$ cat config.mk
export PLATFORM = sky130hd
export DESIGN_NAME = c_token_classifier
export DESIGN_NICKNAME = d
export VERILOG_FILES = /design/src/hw/rtl/tkc_pkg.sv /design/src/hw/rtl/tkc_lexer.sv /design/src/hw/rtl/tkc_result_fifo.sv /design/src/hw/rtl/c_token_classifier.sv
export SDC_FILE = /design/constraint.sdc
export NUM_CORES = 2
export LEC_CHECK = 0
export BUFFER_PORTS_ARGS = -buffer_cell sky130_fd_sc_hd__buf_2
export CORE_ASPECT_RATIO = 0.5
export CORE_MARGIN = 5
export CORE_UTILIZATION = 45
export DETAILED_ROUTE_END_ITERATION = 10
export PLACE_DENSITY = 0.61
export SLEW_MARGIN = 20
export SYNTH_ARGS = -nofsm -noshare
export SYNTH_HDL_FRONTEND = slang
export SYNTH_SLANG_ARGS = --single-unit
export TNS_END_PERCENT = 100
$ cat constraint.sdc
create_clock -name aclk -period 9.24 [get_ports aclk]
set_input_delay 0.462 -clock aclk [delete_from_list [all_inputs] [get_ports aclk]]
set_output_delay 0.462 -clock aclk [all_outputs]
set_load 0.01 [all_outputs]
$ cat src/hw/rtl/tkc_pkg.sv
// Shared types, character codes and classification functions for the C token classifier.
package tkc_pkg;

    typedef logic [7:0] byte_t;

    // Token classes as carried on the result channel
    typedef enum logic [2:0] {
        KIND_KEYWORD   = 3'd0,
        KIND_INTEGER   = 3'd1,
        KIND_REAL      = 3'd2,
        KIND_IDENT     = 3'd3,
        KIND_NOT_IDENT = 3'd4,
        KIND_OPERATOR  = 3'd5,
        KIND_SEPARATOR = 3'd6,
        KIND_END       = 3'd7
    } kind_t;

    localparam int TEXT_CHARS = 8;
    localparam int TEXT_W     = 8 * TEXT_CHARS;
    localparam int START_W    = 12;
    localparam int LEN_W      = 8;
    localparam int KW_COUNT   = 22;

    // Result queue geometry
    localparam int FIFO_DEPTH = 8;
    localparam int FIFO_AW    = 3;
    localparam int FIFO_CW    = 4;

    // One result transaction
    typedef struct packed {
        kind_t               kind;
        logic [START_W-1:0]  start;
        logic [LEN_W-1:0]    length;
        logic [TEXT_W-1:0]   text;
        logic                eot;
    } result_t;

    // Push strobes from the lexer into the result queue
    typedef struct packed {
        logic first;
        logic second;
    } push_t;

    localparam byte_t CH_SPACE  = " ";
    localparam byte_t CH_PLUS   = "+";
    localparam byte_t CH_MINUS  = "-";
    localparam byte_t CH_STAR   = "*";
    localparam byte_t CH_SLASH  = "/";
    localparam byte_t CH_COMMA  = ",";
    localparam byte_t CH_SEMI   = ";";
    localparam byte_t CH_GT     = ">";
    localparam byte_t CH_LT     = "<";
    localparam byte_t CH_EQ     = "=";
    localparam byte_t CH_LPAREN = "(";
    localparam byte_t CH_RPAREN = ")";
    localparam byte_t CH_LBRACK = "[";
    localparam byte_t CH_RBRACK = "]";
    localparam byte_t CH_LBRACE = "{";
    localparam byte_t CH_RBRACE = "}";
    localparam byte_t CH_DOT    = ".";
    localparam byte_t CH_ZERO   = "0";
    localparam byte_t CH_NINE   = "9";

    // Keywords written back to front: a string literal puts its last character in
    // the low byte, while word text keeps its first character in the low byte.
    localparam logic [TEXT_W-1:0] KW_TEXT [KW_COUNT] = '{
        "fi", "esle", "elihw", "od", "kaerb", "eunitnoc", "tni", "elbuod",
        "taolf", "nruter", "rahc", "esac", "foezis", "gnol", "trohs", "fedepyt",
        "hctiws", "dengisnu", "diov", "citats", "tcurts", "otog"
    };

    localparam logic [3:0] KW_LEN [KW_COUNT] = '{
        4'd2, 4'd4, 4'd5, 4'd2, 4'd5, 4'd8, 4'd3, 4'd6,
        4'd5, 4'd6, 4'd4, 4'd4, 4'd6, 4'd4, 4'd5, 4'd7,
        4'd6, 4'd8, 4'd4, 4'd6, 4'd6, 4'd4
    };

    function automatic logic is_oper(input byte_t c);
        return c == CH_PLUS || c == CH_MINUS || c == CH_STAR || c == CH_SLASH ||
               c == CH_GT || c == CH_LT || c == CH_EQ;
    endfunction

    function automatic logic is_sep(input byte_t c);
        return c == CH_LBRACE || c == CH_RBRACE || c == CH_LPAREN ||
               c == CH_RPAREN || c == CH_COMMA || c == CH_SEMI;
    endfunction

    function automatic logic is_delim(input byte_t c);
        return is_oper(c) || is_sep(c) || c == CH_SPACE ||
               c == CH_LBRACK || c == CH_RBRACK;
    endfunction

    function automatic logic is_digit(input byte_t c);
        return c >= CH_ZERO && c <= CH_NINE;
    endfunction

    // Parallel compare against every keyword; zero padding makes text compare exact
    function automatic logic kw_match(input logic [TEXT_W-1:0] text,
                                      input logic [LEN_W-1:0]  len);
        logic hit;
        hit = 1'b0;
        for (int k = 0; k < KW_COUNT; k++) begin
            if (len == LEN_W'(KW_LEN[k]) && text == KW_TEXT[k]) begin
                hit = 1'b1;
            end
        end
        return hit;
    endfunction

endpackage

$ cat src/hw/rtl/tkc_lexer.sv
// Input register, word state and per-character token classification.
module tkc_lexer import tkc_pkg::*; #(
    parameter int POSITION_BITS = 12
) (
    input  logic    aclk,
    input  logic    aresetn,
    input  logic    in_take,
    input  byte_t   in_char,
    input  logic    in_final,
    output logic    busy,
    output push_t   push,
    output result_t res0,
    output result_t res1
);

    // Input register
    logic  stage_valid_reg;
    byte_t stage_char_reg;
    logic  stage_final_reg;

    // Word state
    byte_t                    chars_reg [TEXT_CHARS];
    byte_t                    chars_next [TEXT_CHARS];
    logic [LEN_W-1:0]         len_reg, len_next;
    logic                     digits_reg, digits_next;
    logic                     dot_reg, dot_next;
    logic [POSITION_BITS-1:0] begin_reg, begin_next;
    logic [POSITION_BITS-1:0] pos_reg, pos_next;

    byte_t                    chars_upd [TEXT_CHARS];
    logic [LEN_W-1:0]         len_upd;
    logic                     digits_upd;
    logic                     dot_upd;
    logic [POSITION_BITS-1:0] begin_upd;
    logic [TEXT_W-1:0]        text_upd;

    logic    delim, delim_emits, word_close, fin;
    kind_t   word_kind;
    result_t word_res, delim_res, end_res;

    assign busy = stage_valid_reg;
    assign fin  = stage_final_reg;

    // Capture the accepted character
    always_ff @(posedge aclk) begin
        if (!aresetn) begin
            stage_valid_reg <= 1'b0;
        end else begin
            stage_valid_reg <= in_take;
        end
        if (in_take) begin
            stage_char_reg  <= in_char;
            stage_final_reg <= in_final;
        end
    end

    // Word as it stands after this character
    always_comb begin
        delim      = is_delim(stage_char_reg);
        chars_upd  = chars_reg;
        if (!delim && len_reg < LEN_W'(TEXT_CHARS)) begin
            chars_upd[len_reg[$clog2(TEXT_CHARS)-1:0]] = stage_char_reg;
        end
        len_upd    = (!delim && len_reg != '1) ? len_reg + 1'b1 : len_reg;
        digits_upd = digits_reg &
                     (delim | is_digit(stage_char_reg) | stage_char_reg == CH_DOT);
        dot_upd    = dot_reg | (!delim && stage_char_reg == CH_DOT);
        begin_upd  = (!delim && len_reg == '0) ? pos_reg : begin_reg;
        for (int i = 0; i < TEXT_CHARS; i++) begin
            text_upd[8*i +: 8] = chars_upd[i];
        end
    end

    // Classification, first match wins
    always_comb begin
        if (kw_match(text_upd, len_upd)) begin
            word_kind = KIND_KEYWORD;
        end else if (digits_upd && !dot_upd) begin
            word_kind = KIND_INTEGER;
        end else if (digits_upd) begin
            word_kind = KIND_REAL;
        end else if (is_digit(chars_upd[0])) begin
            word_kind = KIND_NOT_IDENT;
        end else begin
            word_kind = KIND_IDENT;
        end
    end

    // Candidate results and their ordering
    always_comb begin
        word_close  = (delim || fin) && len_upd != '0;
        delim_emits = delim && (is_oper(stage_char_reg) || is_sep(stage_char_reg));

        word_res = '{kind: word_kind, start: START_W'(begin_upd), length: len_upd,
                     text: text_upd, eot: 1'b0};
        delim_res = '{kind: is_oper(stage_char_reg) ? KIND_OPERATOR : KIND_SEPARATOR,
                      start: START_W'(pos_reg), length: LEN_W'(1),
                      text: TEXT_W'(stage_char_reg), eot: 1'b0};
        end_res = '{kind: KIND_END, start: START_W'(pos_reg), length: '0,
                    text: '0, eot: 1'b0};

        res1        = delim_res;
        push.second = 1'b0;
        if (word_close) begin
            res0        = word_res;
            push.second = stage_valid_reg && delim_emits;
        end else if (delim_emits) begin
            res0 = delim_res;
        end else begin
            res0 = end_res;
        end
        push.first = stage_valid_reg && (word_close || delim_emits || fin);

        // Final character marks the last result it causes
        if (fin) begin
            if (push.second) begin
                res1.eot = 1'b1;
            end else begin
                res0.eot = 1'b1;
            end
        end
    end

    // Next word state: cleared on close or end of text
    always_comb begin
        chars_next  = chars_reg;
        len_next    = len_reg;
        digits_next = digits_reg;
        dot_next    = dot_reg;
        begin_next  = begin_reg;
        pos_next    = pos_reg;
        if (stage_valid_reg) begin
            if (word_close || fin) begin
                for (int i = 0; i < TEXT_CHARS; i++) begin
                    chars_next[i] = '0;
                end
                len_next    = '0;
                digits_next = 1'b1;
                dot_next    = 1'b0;
                begin_next  = '0;
            end else begin
                chars_next  = chars_upd;
                len_next    = len_upd;
                digits_next = digits_upd;
                dot_next    = dot_upd;
                begin_next  = begin_upd;
            end
            pos_next = fin ? '0 : pos_reg + 1'b1;
        end
    end

    always_ff @(posedge aclk) begin
        if (!aresetn) begin
            for (int i = 0; i < TEXT_CHARS; i++) begin
                chars_reg[i] <= '0;
            end
            len_reg    <= '0;
            digits_reg <= 1'b1;
            dot_reg    <= 1'b0;
            begin_reg  <= '0;
            pos_reg    <= '0;
        end else begin
            chars_reg  <= chars_next;
            len_reg    <= len_next;
            digits_reg <= digits_next;
            dot_reg    <= dot_next;
            begin_reg  <= begin_next;
            pos_reg    <= pos_next;
        end
    end

    // A final character always produces a result carrying the end mark
    a_final_pushes: assert property (@(posedge aclk) disable iff (!aresetn)
        (stage_valid_reg && stage_final_reg) |-> (push.first && (res0.eot || res1.eot)))
        else $error("final character produced no end-marked result");

    // Position restarts after the end of a text
    a_pos_restart: assert property (@(posedge aclk) disable iff (!aresetn)
        (stage_valid_reg && stage_final_reg) |=> (pos_reg == '0 && len_reg == '0))
        else $error("word state not cleared after final character");

endmodule

$ cat src/hw/rtl/tkc_result_fifo.sv
// Result queue: takes up to two transactions per cycle, delivers one.
module tkc_result_fifo import tkc_pkg::*; (
    input  logic               aclk,
    input  logic               aresetn,
    input  push_t              push,
    input  result_t            res0,
    input  result_t            res1,
    input  logic               pop,
    output result_t            head,
    output logic [FIFO_CW-1:0] count
);

    result_t            mem [FIFO_DEPTH];
    logic [FIFO_AW-1:0] wr_ptr_reg, wr_ptr_next;
    logic [FIFO_AW-1:0] rd_ptr_reg, rd_ptr_next;
    logic [FIFO_CW-1:0] count_reg, count_next;
    logic [FIFO_AW-1:0] wr_ptr_plus1;
    logic [1:0]         push_cnt;

    assign count        = count_reg;
    assign head         = mem[rd_ptr_reg];
    assign wr_ptr_plus1 = wr_ptr_reg + 1'b1;

    // Pointer and occupancy update
    always_comb begin
        push_cnt    = {1'b0, push.first} + {1'b0, push.second};
        wr_ptr_next = wr_ptr_reg + FIFO_AW'(push_cnt);
        rd_ptr_next = rd_ptr_reg + FIFO_AW'(pop);
        count_next  = count_reg + FIFO_CW'(push_cnt) - FIFO_CW'(pop);
    end

    always_ff @(posedge aclk) begin
        if (!aresetn) begin
            wr_ptr_reg <= '0;
            rd_ptr_reg <= '0;
            count_reg  <= '0;
        end else begin
            wr_ptr_reg <= wr_ptr_next;
            rd_ptr_reg <= rd_ptr_next;
            count_reg  <= count_next;
        end
    end

    // Storage writes, second result lands behind the first
    always_ff @(posedge aclk) begin
        if (push.first) begin
            mem[wr_ptr_reg] <= res0;
        end
        if (push.second) begin
            mem[wr_ptr_plus1] <= res1;
        end
    end

    a_push_order: assert property (@(posedge aclk) disable iff (!aresetn)
        push.second |-> push.first)
        else $error("second result pushed without first");

    a_no_overflow: assert property (@(posedge aclk) disable iff (!aresetn)
        (32'(count_reg) + 32'(push_cnt)) <= (FIFO_DEPTH + 32'(pop)))
        else $error("result queue overflow");

endmodule

$ cat src/hw/rtl/c_token_classifier.sv
// Top level of the C token classifier: character stream in, token stream out.
//
//  channel | dir | handshake         | payload
//  s_      | in  | s_valid / s_ready | s_char_code[7:0], s_final_char
//  m_      | out | m_valid / m_ready | m_token_kind[2:0], m_token_start[11:0],
//          |     |                   | m_token_length[7:0], m_token_text[63:0],
//          |     |                   | m_end_of_text
//
// One character is accepted per cycle while s_ready is high; a character yields zero to
// two tokens, and the output port delivers one token per cycle, so a word closed by an
// operator or separator adds one extra token, absorbed by the eight-entry result queue.
// A character passes through the input register, then the result queue.
// s_ready depends only on registers: it drops once queued plus in-flight results
// could exceed the queue, so a stalled m_ready throttles the input.
// aresetn (synchronous, active low) empties the queue and clears the word state.
module c_token_classifier import tkc_pkg::*; #(
    parameter int POSITION_BITS = 12
) (
    input  logic        aclk,
    input  logic        aresetn,
    input  logic        s_valid,
    output logic        s_ready,
    input  logic [7:0]  s_char_code,
    input  logic        s_final_char,
    output logic        m_valid,
    input  logic        m_ready,
    output logic [2:0]  m_token_kind,
    output logic [11:0] m_token_start,
    output logic [7:0]  m_token_length,
    output logic [63:0] m_token_text,
    output logic        m_end_of_text
);

    logic               in_take;
    logic               busy;
    push_t              push;
    result_t            res0, res1, head;
    logic [FIFO_CW-1:0] count;
    logic               pop;

    // Room for this cycle's and the in-flight character's results
    assign s_ready = (FIFO_CW'(count) + (busy ? FIFO_CW'(2) : FIFO_CW'(0)))
                     <= FIFO_CW'(FIFO_DEPTH - 2);
    assign in_take = s_valid && s_ready;

    tkc_lexer #(
        .POSITION_BITS(POSITION_BITS)
    ) u_lexer (
        .aclk    (aclk),
        .aresetn (aresetn),
        .in_take (in_take),
        .in_char (s_char_code),
        .in_final(s_final_char),
        .busy    (busy),
        .push    (push),
        .res0    (res0),
        .res1    (res1)
    );

    tkc_result_fifo u_fifo (
        .aclk   (aclk),
        .aresetn(aresetn),
        .push   (push),
        .res0   (res0),
        .res1   (res1),
        .pop    (pop),
        .head   (head),
        .count  (count)
    );

    // Result channel straight from the queue head
    assign m_valid        = count != '0;
    assign pop            = m_valid && m_ready;
    assign m_token_kind   = head.kind;
    assign m_token_start  = head.start;
    assign m_token_length = head.length;
    assign m_token_text   = head.text;
    assign m_end_of_text  = head.eot;

    a_accept_room: assert property (@(posedge aclk) disable iff (!aresetn)
        in_take |=> (busy && count <= FIFO_CW'(FIFO_DEPTH - 2)))
        else $error("character accepted without queue room");

endmodule

# After elaboration in Yosys (flattened, before gate mapping)
# Memory sizes are Yosys's and may differ from the RTL's. A register that Yosys moved wholly into a read port is not among the register bits.
# Cells that the tools add are included.
[totals] ff_bits=118 mem_bits_rw=704 output_inout_bits=90 memories=1
[memory_table] name="u_fifo.mem" words=8 word_bits=88 rd=1 rd_clocked_by_memory_dff=1 write_ports=2 line_no="tkc_result_fifo.sv:13" text="result_t mem [FIFO_DEPTH];"
[op_classes] n_addsub=9 order_cmp=8 n_eq_ne=47 muxes=51 n_bitwise=5 n_reduce_logical=60
[ops] cell="$eq 64x31->1 const B" n=6
[ops] cell="$eq 64x47->1 const B" n=6
[ops] cell="$eq 64x39->1 const B" n=4
[ops] cell="$mux 88" n=2
[ops] cell="$eq 64x15->1 const B" n=2
[ops] cell="$eq 64x63->1 const B" n=2
[ops] cell="$mux 64" n=2
[ops] cell="$eq 8x6->1 const B" n=13
[ops] cell="$bwmux 64" n=1
[ops] cell="$eq 64x23->1 const B" n=1
[ops] cell="$eq 64x55->1 const B" n=1
[ops] cell="$logic_and 1x1->1" n=36
[ops] cell="$mux 12" n=3
[ops] cell="$eq 8x3->1 const B" n=4
[ops] cell="$eq 8x7->1 const B" n=4
[ops] cell="$mux 1" n=32
[ops] cell="$demux 8 s3" n=1
[ops] cell="$mux 8" n=3
[ops] cell="$logic_or 1x1->1" n=19
[ops] cell="$eq 8x2->1 const B" n=2
[ops] cell="$ge 8x6->1 const B" n=2
[ops] cell="$le 8x6->1 const B" n=2
[ops] cell="$mux 3" n=5
[ops] cell="$add 12x1->12 const B" n=1
[ops] cell="other kinds (21)" n=26

# Depth between registers and ports, before layout
[logic_depth] ltp_word=42 mapped_depth=20 ltp_nobuf=18

# Modules after synthesis
# Synthesis repeated with hierarchy kept, for this count alone.
[unflattened] cells_unflattened=3160 area_unflattened_um2=44348.8
[modules_own_cells] mod="tkc_result_fifo" n_inst=1 cells_per_inst=1873 area_per_inst_um2=35281.3 seq_area_each_um2=21340.5
[modules_own_cells] mod="tkc_lexer" n_inst=1 cells_per_inst=1279 area_per_inst_um2=8994.9 seq_area_each_um2=2252.2
[modules_own_cells] mod="c_token_classifier" n_inst=1 cells_per_inst=8 area_per_inst_um2=72.6 seq_area_each_um2=0.0

# Worst setup path before layout
# Ideal clock, no wire load.
[synth_timing] path_kind="reg-to-reg" start="reg u_lexer.stage_char_reg[0]" end="reg u_fifo.count_reg[3] (netlist: u_fifo.count[3])" arrival_ns=4.042 path_slack_ns=5.083 stages_incl_launch_ff=20 n_path_buf=3 synth_period_minus_slack_ns=4.157 cell_sequence="edfxtp_1 -> buf_2 -> nand4b_1 -> a21oi_1 -> or2_1 -> or4_4 -> mux2i_4 -> a41o_1 -> buf_2 -> nor2_8 -> buf_1 -> ha_1 -> inv_1 -> ha_1 -> inv_1 -> ha_1 -> a21o_1 -> a21oi_1 -> xor2_1 -> and2_1"
[synth_between] elab_chain_len=22
[synth_rtl] element="start: declaration" line_no="tkc_lexer.sv:18" text="byte_t stage_char_reg;"
[synth_rtl] element="start signal: assignment" line_no="tkc_lexer.sv:52" text="stage_char_reg <= in_char;"
[synth_rtl] element="$eq 8x6->1" line_no="tkc_pkg.sv:79" text="return c == CH_PLUS || c == CH_MINUS || c == CH_STAR || c == CH_SLASH ||"
[synth_rtl] element="$logic_or 1x1->1 (4 in series)" line_no="tkc_pkg.sv:79"
[synth_rtl] element="$logic_or 1x1->1 (2 in series)" line_no="tkc_pkg.sv:80" text="c == CH_GT || c == CH_LT || c == CH_EQ;"
[synth_rtl] element="$logic_or 1x1->1" line_no="tkc_pkg.sv:89, tkc_lexer.sv:92"
[synth_rtl] element="$logic_or 1x1->1 (2 in series)" line_no="tkc_pkg.sv:89" text="return is_oper(c) || is_sep(c) || c == CH_SPACE ||"
[synth_rtl] element="$logic_or 1x1->1" line_no="tkc_pkg.sv:90" text="c == CH_LBRACK || c == CH_RBRACK;"
[synth_rtl] element="$logic_not 1->1" line_no="tkc_lexer.sv:64" text="len_upd = (!delim && len_reg != '1) ? len_reg + 1'b1 : len_reg;"
[synth_rtl] element="$logic_and 1x1->1" line_no="tkc_lexer.sv:64"
[synth_rtl] element="$mux 8" line_no="tkc_lexer.sv:64"
[synth_rtl] element="$reduce_bool 8->1" line_no="tkc_lexer.sv:91" text="word_close = (delim || fin) && len_upd != '0;"
[synth_rtl] element="$logic_and 1x1->1" line_no="tkc_lexer.sv:91"
[synth_rtl] element="$logic_or 1x1->1 (2 in series)" line_no="tkc_lexer.sv:112" text="push.first = stage_valid_reg && (word_close || delim_emits || fin);"
[synth_rtl] element="$logic_and 1x1->1" line_no="tkc_lexer.sv:112"
[synth_rtl] element="$add 1x1->2 *" line_no="tkc_result_fifo.sv:26" text="push_cnt = {1'b0, push.first} + {1'b0, push.second};"
[synth_rtl] element="$add 4x2->4 *" line_no="tkc_result_fifo.sv:29" text="count_next = count_reg + FIFO_CW'(push_cnt) - FIFO_CW'(pop);"
[synth_rtl] element="$sub 4x1->4 *" line_no="tkc_result_fifo.sv:29"
[synth_rtl] element="end signal: assignment" line_no="tkc_result_fifo.sv:40" text="count_reg <= count_next;"
[synth_rtl] element="end: declaration" line_no="tkc_result_fifo.sv:16" text="logic [FIFO_CW-1:0] count_reg, count_next;"
# Mark *: on every way between the ends. The rest lies on a longest branch, timed or not.
# A chain may end at the register's enable or synchronous reset.

==> flow_summary.toml <==
[critical_path]
cp-end-kind = "flip-flop"
start_kind = "flip-flop"
crit_fanout = 69
cp.required_ns = 9.84
cp.arrival_ns = 6.67
crit_type = "flip-flop to flip-flop"

[global_route]
grt_pass1_vias = 27700
grt-ovfl-total = 0
grt_use_total_pct = 26.0
grt_max_degree = 124
grt_pass1_wl_mm = 181
antenna_found_initial = 0

[floorplan]
dieArea_um2 = 89800
initial_core_util_pct = 45.7
design.core.area_um2 = 82200
row_count = 74
ios = 103
die-height_um = 214
die_w_um = 419

[clock_tree]
htreeDepth = 3
numCtsBuffers = 75
clk_latency_ns = 0.67
post_cts_buffers = 0
cts_tree = "done"
cts_root_buf = "clkbuf_16"
clock-sinks = 822
clk_pin_slew_worst_paths_ns = 0.06
cts_resized = 0
clockBufferDepth = 3

[detailed_routing]
drc = 0
vias = 28600
drt-wirelength-per-cell_um = 27.5
vias_per_cell = 6.53
postRouteAntennaNets = 0
drtIter0Drc = 2821
wirelength_mm = 120
dr.pass1.iters = 5

[layout]
drive_gt1_share_pct = 19.2
antenna_cells = 0
nNetsFinal = 3242
largest_reg_flops = 704
stdcell_count = 4375
mostFrequentLayoutCells = "dfxtp_1 (626), a22o_1 (584), nand2_1 (257), edfxtp_1 (193), mux4_2 (176)"
fillers = 7333
utilization_pct = 50.2
syn_to_final_growth_pct = 9.69
area.sequential_um2 = 18400
final_common_cell = "dfxtp_1"
multi_input_comb_area_um2 = 17800

[synth]
synth.avg_cell_area_um2 = 11.5
syn_area_um2 = 37600
synthesis.nets = 3308
ys_seq_elements = 822
yosys_warnings = 0
synth_edf_count = 193
synthFlopType = "dfxtp_1"
yosysUniqueCellTypes = 95
synth_cells = 3277
synth_async_sr_flop_share_pct = 0
ys_seq_area_share_pct = 48.9

[timing]
min_period_over_period_pct = 65.6
hold_violations = 0
min_period_ns = 6.07
relSlewSlack_pct = 20.5
finalSetupViolations = 0
rsz0062_at_grt = "false"
final.setup_skew_ns = 0.0216
setup_ws_ns = 3.17
tightest_slew_ns = 1.16
setup_tns_ns = 0
slew_violations = 0
clock.fmax_ghz = 0.165

[placement]
placedCellCount = 4228
place.gp.congestion = 0.953
io_buffers = 102
dp_hpwl_mm = 73.5
place_ws_ns = 3.28

[power_and_ir_drop]
power_density_nw_per_um2 = 202
ir_worst_vdd_mv = 0.130
power.total_mw = 8.32
leakage_nw = 14.4

[outcome]
outcome = "finished clean"

[flow_run]
maxCapViolations = 0

[worst_hold_path]
hold_class = "primary input to flip-flop"
area by class of cell:
type	instances	share of cell area (%)
clock buffer	116	5.51
sequential	822	44.6
clock inverter	23	0.664
timing repair buffer	165	2.49
tap	1102	3.34
inverter	30	0.273
multi-input combinational	2117	43.1
power by group:
part / internal (mW) / switching [mW]
logic: 0.477 / 0.763
clock network: 1.78 / 1.46
registers: 3.72 / 0.121
total: 5.98 / 2.35
layer usage:
| layer | track usage (%) | up-vias | share of wire [%] |
|---|---|---|---|
| met4 | 8.51 | 0 | 3.0 |
| met1 | 37.1 | 14600 | 45 |
| li1 | - | 12500 | - |
| met2 | 40.5 | 1219 | 46 |
| met5 | 0 | - | 0 |
| met3 | 4.18 | 218 | 6.7 |
what timing repair did:
action                     4_1_cts  5_1_grt
hold endpoints to repair         8        0
setup endpoints to repair        0        0
hold buffers                     8        0
cell families after synthesis:
logic type                 count (synthesis)  synth area share [%]
xor gates and xnor gates                  23                 0.536
AOI/OAI and AO/OA                        962                  20.4
and+or+nand+nor                          810                  11.1
buffers and inverters                    338                  4.05
muxes                                    304                  14.3
DFF                                      822                  48.9
adders and majority gates                 18                 0.639
worst paths after layout:
kind                                                 from                   endpoint  slack [ns]  cells after the start
worst max-delay path            u_lexer.stage_char_reg[5]          u_fifo.mem[1][20]        3.17                     13
worst min-delay path                       s_char_code[1]  u_lexer.stage_char_reg[1]        0.05                      1
worst max register to register  u_lexer.stage_char_reg[5]          u_fifo.mem[1][20]        3.17                     13
worst min register to register          u_fifo.mem[0][67]          u_fifo.mem[0][67]        0.47                      1
worst max-delay path: stages (launching register included):
cell and delay (ns):
edfxtp_1 1.00, or4b_4 0.62, a2111oi_4 0.35, nor2_1 0.08, buf_4 0.23, nand3_2 0.20
mux2i_1 0.52, a41o_2 0.37, buf_4 0.62, nor3_2 0.15, nor3b_2 0.23, nor2_4 0.62
buf_4 0.68, a22o_1 0.24
per-stage QoR:
stage,instance area (um^2),hold slack (ns)
after floorplan,37600,0.420
after global placement,38600,0.440
after detailed placement,38600,0.447
final,41200,0.0494
after global routing,41200,0.00835
after CTS,41200,0.00497
cell usage after synthesis, types with 27 or more instances:
cell,number,share of area (%)
buf_2,99,1.3
nand3_1,66,0.88
clkbuf_1,163,1.6
a21oi_1,84,1.1
nand4_1,33,0.55
a22o_1,584,14
mux2_2,97,2.9
nand2_1,257,2.6
nor2_1,138,1.4
o21ai_0,80,1.1
dfxtp_1,629,33
nor2b_1,99,1.6
buf_1,27,0.27
mux2i_1,30,0.80
a22oi_1,89,1.8
nor3_1,43,0.57
edfxtp_1,193,15
mux4_2,176,11
Note: power is estimated with default switching activity, not from simulation.
